## config.mk

```make
export PLATFORM = sky130hd
export DESIGN_NAME = point_stream_outlier_removal
export DESIGN_NICKNAME = d
export VERILOG_FILES = /design/src/sv/psor_pkg.sv /design/src/sv/psor_dpath.sv /design/src/sv/psor_ctrl.sv /design/src/sv/point_stream_outlier_removal.sv
export SDC_FILE = /design/constraint.sdc
export NUM_CORES = 2
export LEC_CHECK = 0
export ABC_AREA = 1
export BUFFER_PORTS_ARGS = -buffer_cell sky130_fd_sc_hd__clkbuf_2
export CORE_MARGIN = 2
export CORE_UTILIZATION = 29
export CTS_CLUSTER_DIAMETER = 200
export DETAILED_ROUTE_END_ITERATION = 10
export GPL_TIMING_DRIVEN = 0
export SLEW_MARGIN = 20
export SYNTH_ARGS = -nofsm -noshare
export SYNTH_HDL_FRONTEND = slang
export SYNTH_SLANG_ARGS = --single-unit
```

## constraint.sdc

```tcl
create_clock -name i_clk -period 13.05 [get_ports i_clk]
set_clock_uncertainty 0.2 [all_clocks]
set_input_delay 0.6525 -clock i_clk [delete_from_list [all_inputs] [get_ports i_clk]]
set_output_delay 0.6525 -clock i_clk [all_outputs]
set_load 0.01 [all_outputs]
```

## src/sv/psor_pkg.sv

```systemverilog
package psor_pkg;

    localparam int COORD_W    = 24;
    localparam int PIX_W      = 16;
    localparam int COUNT_W    = 16;
    localparam int EDGE_W     = 25;
    localparam int SQ_W       = 2 * EDGE_W;
    localparam int CFG_IDX_W  = 1;
    localparam int CFG_DATA_W = 24;

    // Command fields sized for the largest supported half window of eight.
    localparam int SLOT_MAX_W = 4;
    localparam int EIDX_MAX_W = 4;
    localparam int WCNT_MAX_W = 5;

    localparam logic [CFG_IDX_W-1:0] REG_FILTER_ENABLED     = 1'b0;
    localparam logic [CFG_IDX_W-1:0] REG_DISTANCE_THRESHOLD = 1'b1;

    localparam logic [CFG_DATA_W-1:0] THRESHOLD_RESET = 24'd128;
    localparam logic [COUNT_W-1:0]    COUNT_SAT       = 16'hFFFF;

    localparam logic [1:0] OSEL_CUR = 2'd0;
    localparam logic [1:0] OSEL_MEM = 2'd1;
    localparam logic [1:0] OSEL_END = 2'd2;

    typedef struct packed {
        logic signed [COORD_W-1:0] coord_x;
        logic signed [COORD_W-1:0] coord_y;
        logic signed [COORD_W-1:0] coord_z;
        logic [PIX_W-1:0]          pixel_col;
        logic [PIX_W-1:0]          pixel_row;
        logic                      last_in_frame;
    } t_in;

    typedef struct packed {
        logic signed [COORD_W-1:0] out_x;
        logic signed [COORD_W-1:0] out_y;
        logic signed [COORD_W-1:0] out_z;
        logic [PIX_W-1:0]          out_col;
        logic [PIX_W-1:0]          out_row;
        logic                      is_frame_end;
        logic [COUNT_W-1:0]        kept_count;
    } t_out;

    typedef struct packed {
        logic [COORD_W-1:0] x;
        logic [COORD_W-1:0] y;
        logic [COORD_W-1:0] z;
        logic [PIX_W-1:0]   col;
        logic [PIX_W-1:0]   row;
    } t_point;

    typedef struct packed {
        logic                  capture;
        logic [SLOT_MAX_W-1:0] wr_slot;
        logic [SLOT_MAX_W-1:0] rd_slot;
        logic                  sq_run;
        logic [2:0]            sq_phase;
        logic                  sqrt_init;
        logic                  sqrt_step;
        logic                  edge_we;
        logic [EIDX_MAX_W-1:0] edge_wr;
        logic                  sum_clr;
        logic                  sum_add;
        logic [EIDX_MAX_W-1:0] edge_rd;
        logic [WCNT_MAX_W-1:0] win_count;
        logic                  out_load;
        logic [1:0]            out_sel;
        logic [COUNT_W-1:0]    kept_count;
    } t_dp_cmd;

    typedef struct packed {
        logic sqrt_done;
        logic keep;
        logic out_free;
    } t_dp_stat;

endpackage

```

## src/sv/psor_dpath.sv

```systemverilog
module psor_dpath #(
    parameter int HALF_WINDOW = 3
) (
    input  logic                            i_clk,
    input  logic                            i_rst_n,
    input  psor_pkg::t_in                   i_in,
    input  logic                            i_cfg_we,
    input  logic [psor_pkg::CFG_IDX_W-1:0]  i_cfg_idx,
    input  logic [psor_pkg::CFG_DATA_W-1:0] i_cfg_data,
    input  psor_pkg::t_dp_cmd               i_cmd,
    output psor_pkg::t_dp_stat              o_stat,
    output logic                            o_out_valid,
    input  logic                            i_out_ready,
    output psor_pkg::t_out                  o_out
);

    localparam int PD = HALF_WINDOW + 1;
    localparam int ED = 2 * HALF_WINDOW;
    localparam int SW = $clog2(PD);
    localparam int EW = $clog2(ED);
    localparam int NW = $clog2(ED + 1);
    localparam int LW = psor_pkg::EDGE_W + NW;
    localparam int EWD = psor_pkg::EDGE_W;
    localparam int QW = psor_pkg::SQ_W;

    logic [psor_pkg::CFG_DATA_W-1:0] r_thr;
    psor_pkg::t_point r_cur;
    psor_pkg::t_point r_prev;
    psor_pkg::t_point r_mem [PD];
    psor_pkg::t_point r_rd;
    logic [EWD-1:0] r_diff;
    logic [QW-1:0]  r_prod;
    logic [QW-1:0]  r_acc;
    logic [QW-1:0]  r_rem;
    logic [QW-1:0]  r_root;
    logic [QW-1:0]  r_bit;
    logic [EWD-1:0] r_edges [ED];
    logic [LW-1:0]  r_wsum;
    logic [LW-1:0]  r_limit;
    psor_pkg::t_out r_out;
    logic           r_out_valid;

    psor_pkg::t_point pt_in;
    logic [psor_pkg::COORD_W-1:0] op_a;
    logic [psor_pkg::COORD_W-1:0] op_b;
    logic signed [EWD-1:0] diff_s;
    logic [EWD-1:0] diff_abs;
    logic [QW-1:0]  sq;
    logic [QW-1:0]  trial;
    logic [SW-1:0]  wr_idx;
    logic [SW-1:0]  rd_idx;
    logic [EW-1:0]  ewr_idx;
    logic [EW-1:0]  erd_idx;
    psor_pkg::t_out out_sel;

    assign pt_in = '{x: i_in.coord_x, y: i_in.coord_y, z: i_in.coord_z,
                     col: i_in.pixel_col, row: i_in.pixel_row};
    assign wr_idx  = i_cmd.wr_slot[SW-1:0];
    assign rd_idx  = i_cmd.rd_slot[SW-1:0];
    assign ewr_idx = i_cmd.edge_wr[EW-1:0];
    assign erd_idx = i_cmd.edge_rd[EW-1:0];

    always_comb begin
        case (i_cmd.sq_phase)
            3'd0: begin
                op_a = r_cur.x;
                op_b = r_prev.x;
            end
            3'd1: begin
                op_a = r_cur.y;
                op_b = r_prev.y;
            end
            default: begin
                op_a = r_cur.z;
                op_b = r_prev.z;
            end
        endcase
        diff_s   = $signed({op_a[psor_pkg::COORD_W-1], op_a})
                 - $signed({op_b[psor_pkg::COORD_W-1], op_b});
        diff_abs = diff_s[EWD-1] ? EWD'(-diff_s) : EWD'(diff_s);
    end

    assign sq    = r_diff * r_diff;
    assign trial = r_root + r_bit;

    always_comb begin
        out_sel = '0;
        case (i_cmd.out_sel)
            psor_pkg::OSEL_CUR: begin
                out_sel.out_x   = r_cur.x;
                out_sel.out_y   = r_cur.y;
                out_sel.out_z   = r_cur.z;
                out_sel.out_col = r_cur.col;
                out_sel.out_row = r_cur.row;
            end
            psor_pkg::OSEL_MEM: begin
                out_sel.out_x   = r_rd.x;
                out_sel.out_y   = r_rd.y;
                out_sel.out_z   = r_rd.z;
                out_sel.out_col = r_rd.col;
                out_sel.out_row = r_rd.row;
            end
            default: begin
                out_sel.is_frame_end = 1'b1;
                out_sel.kept_count   = i_cmd.kept_count;
            end
        endcase
    end

    always_ff @(posedge i_clk) begin
        if (!i_rst_n) begin
            r_thr       <= psor_pkg::THRESHOLD_RESET;
            r_out_valid <= 1'b0;
        end else begin
            if (i_cfg_we && i_cfg_idx == psor_pkg::REG_DISTANCE_THRESHOLD) begin
                r_thr <= i_cfg_data;
            end
            if (i_cmd.out_load) begin
                r_out_valid <= 1'b1;
            end else if (i_out_ready) begin
                r_out_valid <= 1'b0;
            end
        end
    end

    always_ff @(posedge i_clk) begin
        if (i_cmd.capture) begin
            r_cur          <= pt_in;
            r_prev         <= r_cur;
            r_mem[wr_idx]  <= pt_in;
        end
        r_rd <= r_mem[rd_idx];

        // Squared distance: difference, square and accumulate as a short pipeline.
        if (i_cmd.sq_run) begin
            if (i_cmd.sq_phase < 3'd3) begin
                r_diff <= diff_abs;
            end
            if (i_cmd.sq_phase >= 3'd1 && i_cmd.sq_phase <= 3'd3) begin
                r_prod <= sq;
            end
            if (i_cmd.sq_phase == 3'd0) begin
                r_acc <= '0;
            end else if (i_cmd.sq_phase >= 3'd2) begin
                r_acc <= r_acc + r_prod;
            end
        end

        // Digit-by-digit square root, two radicand bits per step.
        if (i_cmd.sqrt_init) begin
            r_rem  <= r_acc;
            r_root <= '0;
            r_bit  <= QW'(1) << (QW - 2);
        end else if (i_cmd.sqrt_step) begin
            if (r_rem >= trial) begin
                r_rem  <= r_rem - trial;
                r_root <= (r_root >> 1) + r_bit;
            end else begin
                r_root <= r_root >> 1;
            end
            r_bit <= r_bit >> 2;
        end

        if (i_cmd.edge_we) begin
            r_edges[ewr_idx] <= r_root[EWD-1:0];
        end

        if (i_cmd.sum_clr) begin
            r_wsum  <= '0;
            r_limit <= LW'(r_thr) * LW'(i_cmd.win_count[NW-1:0]);
        end else if (i_cmd.sum_add) begin
            r_wsum <= r_wsum + LW'(r_edges[erd_idx]);
        end

        if (i_cmd.out_load) begin
            r_out <= out_sel;
        end
    end

    assign o_stat.sqrt_done = (r_bit == '0);
    assign o_stat.keep      = (r_wsum < r_limit);
    assign o_stat.out_free  = !r_out_valid || i_out_ready;
    assign o_out_valid      = r_out_valid;
    assign o_out            = r_out;

endmodule

```

## src/sv/psor_ctrl.sv

```systemverilog
module psor_ctrl #(
    parameter int HALF_WINDOW      = 3,
    parameter int MAX_FRAME_POINTS = 65535
) (
    input  logic                            i_clk,
    input  logic                            i_rst_n,
    input  logic                            i_in_valid,
    output logic                            o_in_ready,
    input  logic                            i_last,
    input  logic                            i_cfg_we,
    input  logic [psor_pkg::CFG_IDX_W-1:0]  i_cfg_idx,
    input  logic [psor_pkg::CFG_DATA_W-1:0] i_cfg_data,
    output psor_pkg::t_dp_cmd               o_cmd,
    input  psor_pkg::t_dp_stat              i_stat
);

    localparam int CW = $clog2(MAX_FRAME_POINTS + 1);
    localparam int IW = CW + 1;
    localparam int SW = $clog2(HALF_WINDOW + 1);
    localparam int EW = $clog2(2 * HALF_WINDOW);
    localparam int NW = $clog2(2 * HALF_WINDOW + 1);

    localparam logic [3:0] S_IDLE    = 4'd0;
    localparam logic [3:0] S_EMIT_IN = 4'd1;
    localparam logic [3:0] S_SQ      = 4'd2;
    localparam logic [3:0] S_SQI     = 4'd3;
    localparam logic [3:0] S_SQRT    = 4'd4;
    localparam logic [3:0] S_DSETUP  = 4'd5;
    localparam logic [3:0] S_DSUM    = 4'd6;
    localparam logic [3:0] S_DCMP    = 4'd7;
    localparam logic [3:0] S_DEMIT   = 4'd8;
    localparam logic [3:0] S_POST    = 4'd9;
    localparam logic [3:0] S_TAILCHK = 4'd10;
    localparam logic [3:0] S_END     = 4'd11;

    logic [3:0]    r_state,    n_state;
    logic [CW-1:0] r_k,        n_k;
    logic [CW-1:0] r_kk,       n_kk;
    logic [CW-1:0] r_dec,      n_dec;
    logic [SW-1:0] r_dec_slot, n_dec_slot;
    logic [EW-1:0] r_dec_edge, n_dec_edge;
    logic [SW-1:0] r_wr_slot,  n_wr_slot;
    logic [EW-1:0] r_ewp,      n_ewp;
    logic [CW-1:0] r_kept,     n_kept;
    logic          r_mode,     n_mode;
    logic          r_enable;
    logic          r_last,     n_last;
    logic          r_tail,     n_tail;
    logic [2:0]    r_phase,    n_phase;
    logic [NW-1:0] r_ecnt,     n_ecnt;
    logic [EW-1:0] r_eptr,     n_eptr;

    logic          accept;
    logic          stored;
    logic          mode_now;
    logic [IW-1:0] i_ext;
    logic [IW-1:0] last_idx;
    logic [IW-1:0] w_start;
    logic [IW-1:0] w_hi;
    logic [IW-1:0] w_end;
    logic          win_ok;
    logic [NW-1:0] win_cnt;
    logic [EW:0]   eptr_sum;
    logic [EW-1:0] eptr0;
    logic [SW-1:0] dec_slot_nx;
    logic [EW-1:0] dec_edge_nx;
    logic [EW-1:0] eptr_nx;
    logic [EW-1:0] ewp_nx;
    logic [SW-1:0] wr_slot_nx;
    logic [3:0]    dec_done_state;
    logic [CW+15:0] kept_ext;
    logic [psor_pkg::COUNT_W-1:0] kept_sat;

    assign accept   = i_in_valid && (r_state == S_IDLE);
    assign stored   = (r_k < CW'(MAX_FRAME_POINTS));
    assign mode_now = (r_k == '0) ? r_enable : r_mode;

    // Window bounds of the point under decision, clipped at the frame ends.
    always_comb begin
        i_ext    = IW'(r_dec);
        last_idx = r_tail ? (IW'(r_k) - IW'(1)) : IW'(r_kk);
        w_start  = (i_ext >= IW'(HALF_WINDOW)) ? (i_ext - IW'(HALF_WINDOW)) : '0;
        w_hi     = i_ext + IW'(HALF_WINDOW);
        w_end    = (w_hi < last_idx) ? w_hi : last_idx;
        win_ok   = (w_end > w_start);
        win_cnt  = NW'(w_end - w_start);
        eptr_sum = (EW + 1)'(r_dec_edge) + (EW + 1)'(HALF_WINDOW);
        if (eptr_sum >= (EW + 1)'(2 * HALF_WINDOW)) begin
            eptr_sum = eptr_sum - (EW + 1)'(2 * HALF_WINDOW);
        end
        eptr0 = (i_ext >= IW'(HALF_WINDOW)) ? EW'(eptr_sum) : '0;
    end

    assign dec_slot_nx = (r_dec_slot == SW'(HALF_WINDOW)) ? '0 : r_dec_slot + SW'(1);
    assign wr_slot_nx  = (r_wr_slot == SW'(HALF_WINDOW)) ? '0 : r_wr_slot + SW'(1);
    assign dec_edge_nx = (r_dec_edge == EW'(2 * HALF_WINDOW - 1)) ? '0 : r_dec_edge + EW'(1);
    assign eptr_nx     = (r_eptr == EW'(2 * HALF_WINDOW - 1)) ? '0 : r_eptr + EW'(1);
    assign ewp_nx      = (r_ewp == EW'(2 * HALF_WINDOW - 1)) ? '0 : r_ewp + EW'(1);
    assign dec_done_state = r_tail ? S_TAILCHK : S_POST;

    assign kept_ext = (CW + 16)'(r_kept);
    assign kept_sat = (kept_ext > (CW + 16)'(psor_pkg::COUNT_SAT))
                    ? psor_pkg::COUNT_SAT : kept_ext[15:0];

    always_comb begin
        n_state    = r_state;
        n_k        = r_k;
        n_kk       = r_kk;
        n_dec      = r_dec;
        n_dec_slot = r_dec_slot;
        n_dec_edge = r_dec_edge;
        n_wr_slot  = r_wr_slot;
        n_ewp      = r_ewp;
        n_kept     = r_kept;
        n_mode     = r_mode;
        n_last     = r_last;
        n_tail     = r_tail;
        n_phase    = r_phase;
        n_ecnt     = r_ecnt;
        n_eptr     = r_eptr;

        o_cmd            = '0;
        o_cmd.wr_slot    = psor_pkg::SLOT_MAX_W'(r_wr_slot);
        o_cmd.rd_slot    = psor_pkg::SLOT_MAX_W'(r_dec_slot);
        o_cmd.sq_phase   = r_phase;
        o_cmd.edge_wr    = psor_pkg::EIDX_MAX_W'(r_ewp);
        o_cmd.edge_rd    = psor_pkg::EIDX_MAX_W'(r_eptr);
        o_cmd.win_count  = psor_pkg::WCNT_MAX_W'(win_cnt);
        o_cmd.kept_count = kept_sat;

        unique case (r_state)
            S_IDLE: begin
                if (accept) begin
                    n_kk   = r_k;
                    n_last = i_last;
                    if (r_k == '0) begin
                        n_mode = r_enable;
                    end
                    if (stored) begin
                        o_cmd.capture = 1'b1;
                        n_k       = r_k + CW'(1);
                        n_wr_slot = wr_slot_nx;
                        if (!mode_now) begin
                            n_state = S_EMIT_IN;
                        end else if (r_k != '0) begin
                            n_phase = 3'd0;
                            n_state = S_SQ;
                        end else begin
                            n_state = S_POST;
                        end
                    end else begin
                        n_state = S_POST;
                    end
                end
            end
            S_EMIT_IN: begin
                if (i_stat.out_free) begin
                    o_cmd.out_load = 1'b1;
                    o_cmd.out_sel  = psor_pkg::OSEL_CUR;
                    n_kept  = r_kept + CW'(1);
                    n_state = S_POST;
                end
            end
            S_SQ: begin
                o_cmd.sq_run = 1'b1;
                if (r_phase == 3'd4) begin
                    n_state = S_SQI;
                end else begin
                    n_phase = r_phase + 3'd1;
                end
            end
            S_SQI: begin
                o_cmd.sqrt_init = 1'b1;
                n_state = S_SQRT;
            end
            S_SQRT: begin
                if (i_stat.sqrt_done) begin
                    o_cmd.edge_we = 1'b1;
                    n_ewp   = ewp_nx;
                    n_state = (r_kk >= CW'(HALF_WINDOW)) ? S_DSETUP : S_POST;
                end else begin
                    o_cmd.sqrt_step = 1'b1;
                end
            end
            S_DSETUP: begin
                if (win_ok) begin
                    o_cmd.sum_clr = 1'b1;
                    n_ecnt  = win_cnt;
                    n_eptr  = eptr0;
                    n_state = S_DSUM;
                end else begin
                    n_dec      = r_dec + CW'(1);
                    n_dec_slot = dec_slot_nx;
                    n_dec_edge = dec_edge_nx;
                    n_state    = dec_done_state;
                end
            end
            S_DSUM: begin
                o_cmd.sum_add = 1'b1;
                n_eptr = eptr_nx;
                n_ecnt = r_ecnt - NW'(1);
                if (r_ecnt == NW'(1)) begin
                    n_state = S_DCMP;
                end
            end
            S_DCMP: begin
                if (i_stat.keep) begin
                    n_state = S_DEMIT;
                end else begin
                    n_dec      = r_dec + CW'(1);
                    n_dec_slot = dec_slot_nx;
                    n_dec_edge = dec_edge_nx;
                    n_state    = dec_done_state;
                end
            end
            S_DEMIT: begin
                if (i_stat.out_free) begin
                    o_cmd.out_load = 1'b1;
                    o_cmd.out_sel  = psor_pkg::OSEL_MEM;
                    n_kept     = r_kept + CW'(1);
                    n_dec      = r_dec + CW'(1);
                    n_dec_slot = dec_slot_nx;
                    n_dec_edge = dec_edge_nx;
                    n_state    = dec_done_state;
                end
            end
            S_POST: begin
                if (r_last) begin
                    if (r_mode) begin
                        n_tail  = 1'b1;
                        n_state = S_TAILCHK;
                    end else begin
                        n_state = S_END;
                    end
                end else begin
                    n_state = S_IDLE;
                end
            end
            S_TAILCHK: begin
                n_state = (r_dec < r_k) ? S_DSETUP : S_END;
            end
            S_END: begin
                if (i_stat.out_free) begin
                    o_cmd.out_load = 1'b1;
                    o_cmd.out_sel  = psor_pkg::OSEL_END;
                    n_k        = '0;
                    n_dec      = '0;
                    n_dec_slot = '0;
                    n_dec_edge = '0;
                    n_wr_slot  = '0;
                    n_ewp      = '0;
                    n_kept     = '0;
                    n_tail     = 1'b0;
                    n_state    = S_IDLE;
                end
            end
            default: begin
                n_state = S_IDLE;
            end
        endcase
    end

    always_ff @(posedge i_clk) begin
        if (!i_rst_n) begin
            r_state    <= S_IDLE;
            r_k        <= '0;
            r_kk       <= '0;
            r_dec      <= '0;
            r_dec_slot <= '0;
            r_dec_edge <= '0;
            r_wr_slot  <= '0;
            r_ewp      <= '0;
            r_kept     <= '0;
            r_mode     <= 1'b1;
            r_enable   <= 1'b1;
            r_last     <= 1'b0;
            r_tail     <= 1'b0;
            r_phase    <= '0;
            r_ecnt     <= '0;
            r_eptr     <= '0;
        end else begin
            r_state    <= n_state;
            r_k        <= n_k;
            r_kk       <= n_kk;
            r_dec      <= n_dec;
            r_dec_slot <= n_dec_slot;
            r_dec_edge <= n_dec_edge;
            r_wr_slot  <= n_wr_slot;
            r_ewp      <= n_ewp;
            r_kept     <= n_kept;
            r_mode     <= n_mode;
            r_last     <= n_last;
            r_tail     <= n_tail;
            r_phase    <= n_phase;
            r_ecnt     <= n_ecnt;
            r_eptr     <= n_eptr;
            if (i_cfg_we && i_cfg_idx == psor_pkg::REG_FILTER_ENABLED) begin
                r_enable <= i_cfg_data[0];
            end
        end
    end

    assign o_in_ready = (r_state == S_IDLE);

endmodule

```

## src/sv/point_stream_outlier_removal.sv

```systemverilog
// Streaming outlier filter for laser-scan points.
// Input requests carry one 3D point with its pixel position; last_in_frame closes a
// frame. Output requests carry either a kept point or, after the last kept point of a
// frame, one frame-end request holding the number of kept points (saturated at 65535).
// Both channels use valid/ready. The configuration port writes filter_enabled (index 0)
// and distance_threshold (index 1); write only while the block is idle.
// With filtering on, each stored point after the first of a frame costs one edge length:
// the squared distance to the previous point is built in a short multiply pipeline, then
// an iterative square root is taken. Deciding a point sums up to 2*HALF_WINDOW stored
// edges, one per cycle, after a setup step and before a compare and, for a kept point,
// emission. The frame end adds up to HALF_WINDOW such decisions.
// With the filter disabled a point goes from S_EMIT_IN into the output register once
// the output is free, and the next point is taken after S_POST.
// A point is decided HALF_WINDOW requests after it arrives, or at the end of its frame.
// The output sits in a register, so a stalled receiver only holds the controller when
// a second result is ready; the input is taken again once the current item is done.
// Reset clears the frame counters, enables filtering and sets the threshold to 128 (edge length units).
module point_stream_outlier_removal #(
    parameter int HALF_WINDOW      = 3,
    parameter int MAX_FRAME_POINTS = 65535
) (
    input  logic                            i_clk,
    input  logic                            i_rst_n,
    input  logic                            i_in_valid,
    output logic                            o_in_ready,
    input  psor_pkg::t_in                   i_in,
    output logic                            o_out_valid,
    input  logic                            i_out_ready,
    output psor_pkg::t_out                  o_out,
    input  logic                            i_cfg_we,
    input  logic [psor_pkg::CFG_IDX_W-1:0]  i_cfg_idx,
    input  logic [psor_pkg::CFG_DATA_W-1:0] i_cfg_data
);

    psor_pkg::t_dp_cmd  cmd;
    psor_pkg::t_dp_stat stat;

    // The controller owns frame bookkeeping and sequencing.
    psor_ctrl #(
        .HALF_WINDOW      (HALF_WINDOW),
        .MAX_FRAME_POINTS (MAX_FRAME_POINTS)
    ) u_ctrl (
        .i_clk      (i_clk),
        .i_rst_n    (i_rst_n),
        .i_in_valid (i_in_valid),
        .o_in_ready (o_in_ready),
        .i_last     (i_in.last_in_frame),
        .i_cfg_we   (i_cfg_we),
        .i_cfg_idx  (i_cfg_idx),
        .i_cfg_data (i_cfg_data),
        .o_cmd      (cmd),
        .i_stat     (stat)
    );

    // The datapath holds pending points, edges, the arithmetic and the output register.
    psor_dpath #(
        .HALF_WINDOW (HALF_WINDOW)
    ) u_dpath (
        .i_clk       (i_clk),
        .i_rst_n     (i_rst_n),
        .i_in        (i_in),
        .i_cfg_we    (i_cfg_we),
        .i_cfg_idx   (i_cfg_idx),
        .i_cfg_data  (i_cfg_data),
        .i_cmd       (cmd),
        .o_stat      (stat),
        .o_out_valid (o_out_valid),
        .i_out_ready (i_out_ready),
        .o_out       (o_out)
    );

endmodule

```

Yosys cells after proc, flatten, opt, wreduce, memory -nomap -nowiden
Memory sizes are Yosys's and may differ from the RTL's. A register that Yosys moved wholly into a read port is not among the register bits.
Cells that the tools add are included.
- bits in registers: 718
- latch bits: 0
- bits in writable memories: 566
- memory bits (read-only): 0
- bits of input ports: 135
- output and inout port bits: 123
- logic and storage cells: 261
- memories: 2
- memories (name ; depth ; bits a word ; read ports ; clocked after Yosys merged registers in ; wr ports ; line ; RTL):
    u_dpath.r_mem ; 4 ; 104 ; 1 ; 1 ; 1 ; psor_dpath.sv:29 ; psor_pkg::t_point r_mem [PD];
    u_dpath.r_edges ; 6 ; 25 ; 1 ; 1 ; 1 ; psor_dpath.sv:37 ; logic [EWD-1:0] r_edges [ED];
- add/subtract/negate cells: 23
- $mul: 2
- div/mod/pow operators: 0
- $lt $le $gt $ge: 14
- eq/ne operators: 37
- shift operators: 0
- multiplexer cells: 102
- bitwise gates (word level): 1
- reduce and logical (&&, ||, !) cells: 38
- operators with widths (cell ; count):
    two-way mux 50 bit ; 5
    one-hot mux 104 bit (2 select lines) ; 1
    two-way mux 16 bit ; 8
    one-hot mux 24 bit (2 select lines) ; 2
    two-way mux 17 bit ; 4
    two-way mux 3 bit ; 22
    one-hot mux 16 bit (2 select lines) ; 2
    one-hot mux 16 bit (4 select lines) ; 1
    two-way mux 4 bit ; 15
    adder 49 x 49 -> 50 bit ; 1
    adder 50 x 49 -> 50 bit ; 1
    adder 50 bit ; 1
    >= comparator 50 bit ; 1
    logical NOT 50 bit ; 1
    multiplier 25 x 25 -> 50 bit ; 1
    subtractor 50 bit ; 1
    adder 16 x 1 -> 16 bit (second input constant) ; 3
    one-hot mux 4 bit (12 select lines) ; 1
    >= comparator 16 x 2 -> 1 bit (second input constant) ; 2
    adder 28 x 25 -> 28 bit ; 1
    less-than comparator 28 x 27 -> 1 bit ; 1
    multiplier 24 x 3 -> 27 bit ; 1
    negation 25 bit ; 1
    subtractor 24 x 24 -> 25 bit ; 1
    56 further kinds ; 139

Longest topological paths before layout
- word-level depth: 9
- depth in mapped cells: 42
- mapped depth without buffers: 40

Modules after synthesis
A second synthesis with hierarchy kept.
- cells, all modules: 10251
- area total of the unflattened synthesis: 90227.8 sq um
- by module, submodules not included (module ; times used ; cells an instance ; area an instance (sq um) ; seq. area each (sq um)):
    psor_dpath ; 1 ; 9071 ; 82729.3 ; 36595.1
    psor_ctrl ; 1 ; 1180 ; 7498.4 ; 1821.7

Worst setup path after synthesis
No wires, ideal clock.
- path type: reg-to-reg
- start point: register u_ctrl.r_state[0]
- end point: memory u_dpath.r_mem[3][0] in the netlist's numbering (enable)
- setup time: 0.567 ns
- data arrival time: 10.714 ns
- data required time: 12.283 ns
- setup slack: 1.569 ns
- stages on the path, launching flop included: 9
- buffers on the path: 0
- clock period less this slack: 11.481 ns
- cells stage by stage: dfxtp_1 or2_4 nor2_4 inv_2 nor2_4 inv_2 nor2_2 inv_1 nor2_1
- RTL lines (item ; line ; RTL):
    start, declared ; psor_ctrl.sv:36 ; logic [3:0] r_state, n_state;
    start signal, assigned ; psor_ctrl.sv:282 ; r_state <= n_state;
    end, declared ; psor_dpath.sv:29 ;

Worst setup path after layout
- start point: register u_dpath.r_diff[8]
- end point: register u_dpath.r_prod[40] (data pin)
- longest elaborated chain between the ends: 1
- ends and longest elaborated chain (item ; line ; RTL):
    start, declared ; psor_dpath.sv:31 ; logic [EWD-1:0] r_diff;
    start signal, assigned ; psor_dpath.sv:137 ; r_diff <= diff_abs;
    multiplier 25 x 25 -> 50 bit ; psor_dpath.sv:83 ; assign sq = r_diff * r_diff;
    via u_dpath.sq[40] ; psor_dpath.sv:48 ; logic [QW-1:0] sq;
    end signal, assigned ; psor_dpath.sv:140 ; r_prod <= sq;
    end, declared ; psor_dpath.sv:32 ; logic [QW-1:0] r_prod;
The timed path passes the listed nets, and every way through them passes these cells.
A chain may end at the register's enable or synchronous reset.

==> impl_metrics.csv <==
group,metric,value,unit
run_status,status,"finished clean",
synthesis,synthCells,10210,
worst_setup_path,required,13.41,ns
worst_setup_path,r2r_slack,4.64,ns
synthesis,synthesis.area,90230,um^2
cts,cts_root_buf,"clkbuf_16",
timing,max_freq,118.9,MHz
cells_and_area,syn_to_final_growth,15.59,%
place,gp_congestion,0.9817,
synthesis,synth_largest_area_cell,"edfxtp_1",
global_route,use_met3,2.946,%
route,routed_wl,292400,um
cells_and_area,final.fill_count,31910,
synthesis,syn_area_per_cell,8.836,um^2
global_route,use_met1,24.84,%
worst_setup_path,worst_path_most_repeated_cell,"fa_1",
route,viasPerCell,4.915,
worst_setup_path,critPathArrivalTime,8.77,ns
timing,drv_slew,0,
floorplanning,rows,204,
worst_setup_path,cp_top_family,"adder cells",
cells_and_area,instances_no_fill,15060,
worst_setup_path,slowest_stage,"clkbuf_1",
cts,cts_buffers,149,
floorplanning,num_io_pins,258,
cells_and_area,finalNetCount,11940,
synthesis,synth-main-ff-cell,"edfxtp_1",
synthesis,postSynthNetCount,11350,
synthesis,yosys_register_bits,1390,
synthesis,synth_top_cell_area_share,35.41,%
synthesis,synth.most_common_cell,"nand2_1",
global_route,grt_max_degree,52,
worst_setup_path,path_class,"register to register",
floorplanning,design.core.area,309100,um^2
timing,final-hold-violation-count,0,
worst_setup_path,crit_start,"u_dpath.r_diff[8]",
timing,setup_violations,0,
floorplanning,die_area,315600,um^2
floorplanning,die_w,561.8,um
worst_setup_path,cp-start-kind,"register",
worst_setup_path,cp-end-kind,"register",
synthesis,yosysSeqAreaShare,42.64,%
cells_and_area,drive_gt1_share,6.370,%
synthesis,yosysWarnings,0,
global_route,grt_pass1_wl,440300,um
global_route,antenna_found_initial,31,
timing,tightestPinTransition,1.135,ns
route,vias,74000,
cts,path_clk_slew,0.08,ns
route,dr.pass1.iters,8,
route,drc_errors,0,
synthesis,ys_async_sr_fraction,0,%
place,dp_slack,4.658,ns
cells_and_area,finalInstanceArea,104300,um^2
place,dpl_cell_area,97840,um^2
worst_setup_path,critPathMaxFanout,10,
global_route,grt-ovfl-total,0,
worst_setup_path,crit_end,"u_dpath.r_prod[40]",
floorplanning,dieHeight,561.8,um
cts,clkLatencyLatePin,0.83,ns
synthesis,synth.top_cells.by_area,"edfxtp_1 35%, fa_1 11%, nand2_1 8.1%",
worst_setup_path,reg2reg_depth,26,
timing,layout_setup_ws,4.638,ns
place,hpwlAfterDp,230500,um
synthesis,synth_edf_count,1064,
cts,cts_tree,"built",
route,wire_per_inst,19.42,um
cts,htreeDepth,4,
cts,cts_buffer_depth,3,
timing,relSlewSlack,24.07,%
synthesis,ys_types,67,
worst_setup_path,cp_num_cells,26,
cts,cts.sinks,1390,
timing,tns,0,ns
worst_setup_path,critPathBufInv,7,
place,dp_cells,14640,
route,drtAntennaViolNets,0,
timing,grt_setup_unrepaired,"no",
global_route,grt.total_usage,18.11,%
timing,min_period,8.412,ns
global_route,gr-usage-met2,28.81,%
worst_setup_path,cp_slowest_stage_delay,0.73,ns
route,drtIter0Drc,7257,
min_path,hold_class,"input pin to register",
worst_setup_path,timing.rr.start,"u_dpath.r_diff[8]",
global_route,grt_pass1_vias,71540,
synthesis,synth_common_cells,"1946 x nand2_1, 1605 x inv_1, 1064 x edfxtp_1",
floorplanning,initial_utilization,29.19,%
job,cap_violations,0,
timing,period_share,64.46,%
worst_setup_path,r2r_end,"u_dpath.r_prod[40]",
min_path,min_path_cells,3,
place,port-buffer-count,257,
global_route,top_usage_layer,"met2",
==> area by class of cell <==
cell class / count / area, um^2 / share of cell area, %
sequential: 1390 / 38480 / 36.89
multi-input combinational: 6848 / 44370 / 42.55
clock inverter: 92 / 1156 / 1.109
timing repair buffer: 440 / 3613 / 3.465
tap: 4120 / 5155 / 4.943
buffer: 354 / 1424 / 1.365
antenna: 11 / 27.53 / 0.02639
inverter: 1619 / 6077 / 5.827
clock buffer: 183 / 3990 / 3.826
==> per-stage QoR <==
stage          hold WS, ns  utilization [%]
3_5_place_dp        0.2338            31.65
2_1_floorplan       0.2244                -
5_1_grt            0.06431            33.74
4_1_cts           0.003485            33.73
6_report           0.05778            33.74
3_3_place_gp        0.2301            31.27
==> state kept, by name, summed over array words and instances (netlist names), 72 cells and up, named ones only <==
signal           flops
u_dpath.o_out      121
u_dpath.r_edges    150
u_dpath.r_mem      416
u_dpath.r_rd       104
u_dpath.r_cur      104
u_dpath.r_prev      72
==> how the worst min path moves through the flow <==
stage          slack (ns)                 end               from
2_1_floorplan        0.22   u_dpath.r_prod[0]  u_dpath.r_diff[0]
3_3_place_gp         0.23  u_dpath.r_prev[41]  u_dpath.r_cur[41]
3_5_place_dp         0.23  u_dpath.r_prev[37]  u_dpath.r_cur[37]
4_1_cts             0.003   u_dpath.r_thr[22]     i_cfg_data[22]
5_1_grt              0.06   u_dpath.r_thr[22]     i_cfg_data[22]
6_report             0.06   u_dpath.r_thr[22]     i_cfg_data[22]
==> repair_timing <==
action | in CTS | in global routing
gates resized for setup | 0 | 0
setup buffers | 0 | 0
hold buffers | 128 | 0
hold endpoints to repair | 543 | 0
==> placed cells by master (no fill, tap or decap), types with 37 or more instances in the layout <==
master	count
a21oi_1	589
nor3_1	85
dlygate4sd3_1	128
xor2_1	156
edfxtp_1	1064
nor2_1	970
nand3_1	556
dfxtp_1	326
clkbuf_2	260
o21bai_1	42
nand2_1	1945
buf_2	39
clkbuf_1	317
o21ai_0	731
clkbuf_16	152
o22ai_1	136
a21o_1	37
ha_1	510
a31oi_1	43
nand4_1	129
inv_1	1604
fa_1	493
xnor2_1	88
==> metal layers <==
layer,vias up,part of all wire (%)
li1,35060,-
met1,35510,44
met2,2851,45
met3,547,7.7
met4,32,3.9
met5,-,0.063
==> cell families after synthesis <==
group | after synthesis | share of synthesized area, %
AOI/OAI and AO/OA | 1783 | 11.05
xor gates and xnor gates | 244 | 2.368
adders and majority gates | 1003 | 18.01
buffers and inverters | 1973 | 8.309
DFF | 1390 | 42.64
and+or+nand+nor | 3818 | 17.62
==> tightest hold or removal path, delay by kind of cell <==
family	cells	cell delay, ns
AO/OA/AOI/OAI	2	0.32
buffers and inverters	1	0.08
Power is left out: the tool's default activity adds up to more than one toggle a clock period on the data nets, which glitch-free logic cannot reach.
